## src/sv/pom_pkg.sv

```systemverilog
// Shared types, constants and control words of the phase offset PSNR meter.
package pom_pkg;

    localparam int PIXEL_BITS = 24;
    localparam int FRAC_BITS  = 16;
    localparam int MAX_DIM    = 4096;

    localparam int DIM_W      = 13;
    localparam int CNT_W      = 12;
    localparam int DEPTH_W    = 6;
    localparam int CFG_IDX_W  = 3;
    localparam int CFG_DATA_W = 13;

    localparam int DIFF_W = PIXEL_BITS + 1;
    localparam int SQ_W   = 2 * PIXEL_BITS + 1;
    localparam int BSUM_W = 48;
    localparam int FSUM_W = 49;
    localparam int SSUM_W = 64;
    localparam int N_W    = 2 * DIM_W - 1;
    localparam int DEN_W  = 44;
    localparam int K_W    = 29;
    localparam int LOG_W  = 22;
    localparam int LV_W   = 25;

    localparam logic [CFG_IDX_W-1:0] CFG_IMAGE_WIDTH  = 3'd0;
    localparam logic [CFG_IDX_W-1:0] CFG_IMAGE_HEIGHT = 3'd1;
    localparam logic [CFG_IDX_W-1:0] CFG_BLOCK_SIDE   = 3'd2;
    localparam logic [CFG_IDX_W-1:0] CFG_BIT_DEPTH    = 3'd3;

    localparam logic [DIM_W-1:0]   RST_WIDTH  = 13'd256;
    localparam logic [DIM_W-1:0]   RST_HEIGHT = 13'd256;
    localparam logic [DIM_W-1:0]   RST_SIDE   = 13'd100;
    localparam logic [DEPTH_W-1:0] RST_DEPTH  = 6'd8;
    localparam logic [DEPTH_W-1:0] MAX_DEPTH  = 6'd32;

    // 2*pi in Q30, rescaled to the pixel format with rounding
    localparam logic [63:0] TWO_PI_Q30 = 64'd6746518852;
    localparam logic [63:0] TWO_PI =
        (TWO_PI_Q30 + (64'd1 << (29 - FRAC_BITS))) >> (30 - FRAC_BITS);
    localparam logic [63:0] MSE_MIN     = 64'd16191 << (2 * FRAC_BITS - 32);
    localparam logic [63:0] TEN_LOG10_2 = 64'd197283;
    localparam logic signed [63:0] PSNR_ROUND = 64'sd1 <<< 23;
    localparam logic signed [63:0] PSNR_HI = 64'sd32767;
    localparam logic signed [63:0] PSNR_LO = -64'sd32768;
    localparam logic [15:0] PSNR_MAX = 16'h7FFF;
    localparam logic signed [LV_W-1:0] LV_BIAS = 25'(2 * FRAC_BITS * 65536);

    typedef struct packed {
        logic signed [PIXEL_BITS-1:0] ref_pixel;
        logic signed [PIXEL_BITS-1:0] test_pixel;
    } t_in_word;

    typedef struct packed {
        logic signed [15:0] psnr_db;
        logic               is_max;
        logic [31:0]        mse_value;
    } t_out_word;

    typedef enum logic [3:0] {
        OP_N   = 4'd0,
        OP_NB  = 4'd1,
        OP_DEN = 4'd2,
        OP_K   = 4'd3,
        OP_OFF = 4'd4,
        OP_Q   = 4'd5,
        OP_T1  = 4'd6,
        OP_T2  = 4'd7,
        OP_T3  = 4'd8,
        OP_OO  = 4'd9,
        OP_MSE = 4'd10,
        OP_LGP = 4'd11,
        OP_LGM = 4'd12,
        OP_PS  = 4'd13
    } t_op;

    typedef struct packed {
        logic accept;
        logic start;
        logic commit;
        logic load;
        t_op  op;
    } t_cmd;

    typedef struct packed {
        logic last;
        logic done;
    } t_stat;

endpackage

```

## src/sv/pom_ctrl.sv

```systemverilog
// Controller: handshakes, frame-end operation sequence and output valid.
module pom_ctrl (
    input  logic           i_clk,
    input  logic           i_rst_n,
    input  logic           i_in_valid,
    output logic           o_in_ready,
    output logic           o_out_valid,
    input  logic           i_out_ready,
    input  pom_pkg::t_stat i_stat,
    output pom_pkg::t_cmd  o_cmd
);

    typedef enum logic [3:0] {
        S_ACC   = 4'b0001,
        S_ISSUE = 4'b0010,
        S_WAIT  = 4'b0100,
        S_OUT   = 4'b1000
    } t_state;

    t_state       r_state, n_state;
    pom_pkg::t_op r_op, n_op;
    logic         r_out_valid, n_out_valid;
    logic         w_accept;

    function automatic pom_pkg::t_op next_op(input pom_pkg::t_op op);
        case (op)
            pom_pkg::OP_N:   next_op = pom_pkg::OP_NB;
            pom_pkg::OP_NB:  next_op = pom_pkg::OP_DEN;
            pom_pkg::OP_DEN: next_op = pom_pkg::OP_K;
            pom_pkg::OP_K:   next_op = pom_pkg::OP_OFF;
            pom_pkg::OP_OFF: next_op = pom_pkg::OP_Q;
            pom_pkg::OP_Q:   next_op = pom_pkg::OP_T1;
            pom_pkg::OP_T1:  next_op = pom_pkg::OP_T2;
            pom_pkg::OP_T2:  next_op = pom_pkg::OP_T3;
            pom_pkg::OP_T3:  next_op = pom_pkg::OP_OO;
            pom_pkg::OP_OO:  next_op = pom_pkg::OP_MSE;
            pom_pkg::OP_MSE: next_op = pom_pkg::OP_LGP;
            pom_pkg::OP_LGP: next_op = pom_pkg::OP_LGM;
            pom_pkg::OP_LGM: next_op = pom_pkg::OP_PS;
            default:         next_op = pom_pkg::OP_N;
        endcase
    endfunction

    assign w_accept = i_in_valid && (r_state == S_ACC);

    always_comb begin
        n_state       = r_state;
        n_op          = r_op;
        n_out_valid   = r_out_valid;
        o_cmd         = '0;
        o_cmd.op      = r_op;
        o_cmd.accept  = w_accept;
        if (r_out_valid && i_out_ready) n_out_valid = 1'b0;
        case (r_state)
            S_ACC: begin
                if (w_accept && i_stat.last) begin
                    n_state = S_ISSUE;
                    n_op    = pom_pkg::OP_N;
                end
            end
            S_ISSUE: begin
                o_cmd.start = 1'b1;
                n_state     = S_WAIT;
            end
            S_WAIT: begin
                if (i_stat.done) begin
                    o_cmd.commit = 1'b1;
                    if (r_op == pom_pkg::OP_PS) begin
                        n_state = S_OUT;
                    end else begin
                        n_op    = next_op(r_op);
                        n_state = S_ISSUE;
                    end
                end
            end
            S_OUT: begin
                // hold until the output register is free
                if (!r_out_valid || i_out_ready) begin
                    o_cmd.load  = 1'b1;
                    n_out_valid = 1'b1;
                    n_state     = S_ACC;
                end
            end
            default: n_state = S_ACC;
        endcase
    end

    always_ff @(posedge i_clk) begin
        if (!i_rst_n) begin
            r_state     <= S_ACC;
            r_op        <= pom_pkg::OP_N;
            r_out_valid <= 1'b0;
        end else begin
            r_state     <= n_state;
            r_op        <= n_op;
            r_out_valid <= n_out_valid;
        end
    end

    assign o_in_ready  = (r_state == S_ACC);
    assign o_out_valid = r_out_valid;

endmodule

```

## config.mk

```make
export PLATFORM = sky130hd
export DESIGN_NAME = pom_ctrl
export DESIGN_NICKNAME = d
export VERILOG_FILES = /design/src/sv/pom_pkg.sv /design/src/sv/pom_ctrl.sv
export SDC_FILE = /design/constraint.sdc
export NUM_CORES = 1
export LEC_CHECK = 0
export BUFFER_PORTS_ARGS = -buffer_cell sky130_fd_sc_hd__buf_4
export CORE_AREA = 2 2 39 41
export CTS_BUF_LIST = sky130_fd_sc_hd__clkbuf_8
export CTS_CLUSTER_DIAMETER = 200
export DETAILED_ROUTE_END_ITERATION = 10
export DIE_AREA = 0 0 41 43
export PLACE_DENSITY = 0.77
export SYNTH_ARGS = -nofsm -noshare
export SYNTH_HDL_FRONTEND = slang
export SYNTH_SLANG_ARGS = --single-unit
```

## constraint.sdc

```tcl
create_clock -name i_clk -period 2.5 [get_ports i_clk]
set_input_delay 0.375 -clock i_clk [delete_from_list [all_inputs] [get_ports i_clk]]
set_output_delay 0.375 -clock i_clk [all_outputs]
set_load 0.03 [all_outputs]
```

==> impl_metrics.json <==
{
  "cp_top_family": "compound AO/OA/AOI/OAI gates",
  "viasPerCell": 5.330,
  "clock_path_buffers": 2,
  "setup_slack_ps": 340.2,
  "htree_levels": 1,
  "cts_tree": "done",
  "synth_fp_nets": 77,
  "synthCells": 68,
  "max_stage_delay_ps": 500,
  "grt_pass1_wl_um": 2208,
  "drt_pass1_iterations": 2,
  "syn_area_per_cell_um2": 10.14,
  "worstPathMaxFanout": 6,
  "wirelength_um": 1314,
  "die_area_um2": 1763,
  "pin_count": 16,
  "cp-end-kind": "flip-flop",
  "min_period_ps": 2160,
  "slew_headroom_pct": 65.16,
  "cts_resized": 0,
  "crit_type": "reg2reg",
  "dpl_worst_slack_ps": 329.8,
  "grt_overflow": 0,
  "path_cells": "nand4b_1 -> a32oi_1 -> a31o_1 -> inv_1 -> ha_1 -> inv_1 -> mux2i_1 -> mux2_4",
  "grt_start_max_net_pins": 16,
  "vias": 549,
  "critPathRequiredTime_ps": 2630,
  "drc": 0,
  "diodes": 0,
  "slowest_stage": "a32oi_1",
  "worstPathArrival_ps": 2290,
  "crit_buf_inv": 2,
  "hold_violations": 0,
  "rsz0062_at_grt": "false",
  "portBuffers": 15,
  "peakVddDrop_mv": 0.3111,
  "antenna_found_initial": 0,
  "synth_area_um2": 689.4,
  "root_buffer": "clkbuf_8",
  "first_global_vias": 553,
  "powerDensity_nw_per_um2": 505.8,
  "layout_common_cells": "buf_4 (17), dfxtp_1 (13), and2_1 (7)",
  "n_fill_cell": 124,
  "ys_seq_area_share_pct": 37.75,
  "dp_hpwl_um": 1046,
  "rows": 14,
  "fmax_ghz": 0.4630,
  "cts-buffers-inserted": 3,
  "fin_area_um2": 870.8,
  "tightestPinTransition_ps": 515.4,
  "ys_seq_elements": 13,
  "p_leak_nw": 0.3852,
  "clk_pin_slew_ps": 50,
  "core-area_um2": 1384,
  "syn_to_final_growth_pct": 26.32,
  "wl_per_cell_um": 12.76,
  "final_nets": 97,
  "utilization_pct": 62.93,
  "finalPower_uw": 440.5,
  "gp_congestion": 0.7296,
  "die_x_um": 41,
  "drive_gt1_share_pct": 32.18,
  "cts_sinks": 13,
  "drt_iter0_drc": 3,
  "status": "complete, no violations",
  "drv_slew": 0,
  "cap_violations": 0,
  "dpl_cell_area_um2": 825.8,
  "hp-class": "in2reg",
  "start_util_pct": 49.82,
  "finalCritPeriodShare_pct": 86.39,
  "crit_path_start_kind": "flip-flop",
  "die_height_um": 43,
  "finalClockSkew_ps": 2.140,
  "insertion_delay_ps": 240,
  "fin_tns_setup_ps": 0,
  "cts_setup_buffers": 0,
  "final_common_cell": "buf_4",
  "postCtsHoldBufs": 0,
  "path_common_cell": "inv_1",
  "setup_viol": 0,
  "ant_nets": 0,
  "gr-usage-all-layers_pct": 18.72,
  "yosys_warnings": 0,
  "synth.distinct_cells": 34
}
-- cells by family (layout without fill, tap and decap cells) --
kind of cell | count (synthesis) | in the layout | synth area share (%)
multiplexers | 5 | 5 | 9.256
AND/OR/NAND/NOR | 29 | 29 | 31.22
adder cells (fa/ha/maj) | 3 | 3 | 5.445
buffers and inverters | 6 | 25 | 3.810
AO/OA/AOI/OAI | 12 | 12 | 12.52
flip-flops | 13 | 13 | 37.75
-- worst min-delay path: stages --
cell	delay (ps)
buf_4	70
nand2b_1	120
a21boi_0	80
-- power by group --
group | switching [mW] | internal, mW
Sequential | 0.00398 | 0.210
Combinational | 0.0248 | 0.0231
Clock | 0.0705 | 0.108
-- metrics by stage --
step | cells | hold slack [ps]
2_1_floorplan | 68 | 545.9
3_3_place_gp | 99 | 514.6
3_5_place_dp | 99 | 526.4
4_1_cts | 103 | 456.2
5_1_grt | 103 | 467.2
6_report | 103 | 457.2
-- area by class of cell --
type	instances	area, um2	area share [%]
multi-input cells	49	402.9	46.26
flip-flops and latches	13	260.3	29.89
repair buffers	17	127.6	14.66
clock buffers	3	41.29	4.741
well taps	16	20.02	2.299
inverters	4	15.01	1.724
clock inverters	1	3.754	0.4310
-- synthesized netlist by cell type --
| cell | count | share of area (%) |
|---|---|---|
| nand2_1 | 4 | 2.2 |
| a21boi_0 | 1 | 1.1 |
| dfxtp_1 | 13 | 38 |
| mux2_4 | 2 | 4.4 |
| a31o_2 | 1 | 1.3 |
| mux2i_2 | 1 | 2.0 |
| o211ai_1 | 1 | 1.1 |
| nor2_1 | 2 | 1.1 |
| nand3b_1 | 1 | 1.1 |
| ha_1 | 3 | 5.4 |
| and2_1 | 7 | 6.4 |
| a32oi_1 | 1 | 1.3 |
| a21boi_1 | 2 | 2.2 |
| or4b_1 | 1 | 1.5 |
| nand3_1 | 1 | 0.73 |
| a31o_1 | 1 | 1.3 |
| o21ai_1 | 2 | 1.5 |
| inv_1 | 4 | 2.2 |
| mux2i_1 | 2 | 2.9 |
| nor2b_1 | 3 | 2.7 |
| nor4b_4 | 2 | 6.9 |
| nor3_1 | 1 | 0.73 |
| a21oi_1 | 1 | 0.73 |
| nor4_1 | 1 | 0.91 |
| o31ai_1 | 1 | 1.1 |
| or2_1 | 1 | 0.91 |
| o21a_1 | 1 | 1.1 |
| nand3_2 | 1 | 1.5 |
| buf_4 | 1 | 1.1 |
| clkbuf_1 | 1 | 0.54 |
| nor4b_1 | 1 | 1.3 |
| nand4b_1 | 1 | 1.3 |
| nor2b_2 | 1 | 1.3 |
| nand2b_1 | 1 | 0.91 |
-- final timing paths --
| kind | end | depth (start not counted) | slack, ps | from |
|---|---|---|---|---|
| worst max-delay path | flip-flop | 8 | 340 | r_op[0]$_SDFFE_PN0N_ |
| worst min-delay path | o_out_valid$_SDFF_PN0_ | 3 | 460 | i_out_ready |
| worst min register to register | o_out_valid$_SDFF_PN0_ | 2 | 530 | o_out_valid$_SDFF_PN0_ |
| worst max register to register | flip-flop | 8 | 340 | r_op[0]$_SDFFE_PN0N_ |
-- metal layers --
layer | wire, um | vias to the layer above | GRT usage (%) | share of wire, %
met5 | 0 | - | 0 | 0
met4 | 21 | 0 | 12.00 | 1.6
met3 | 43 | 2 | 3.141 | 3.3
met2 | 717 | 12 | 31.25 | 55
met1 | 532 | 257 | 20.13 | 40
li1 | - | 278 | - | -
(Power assumes the default switching activity.)
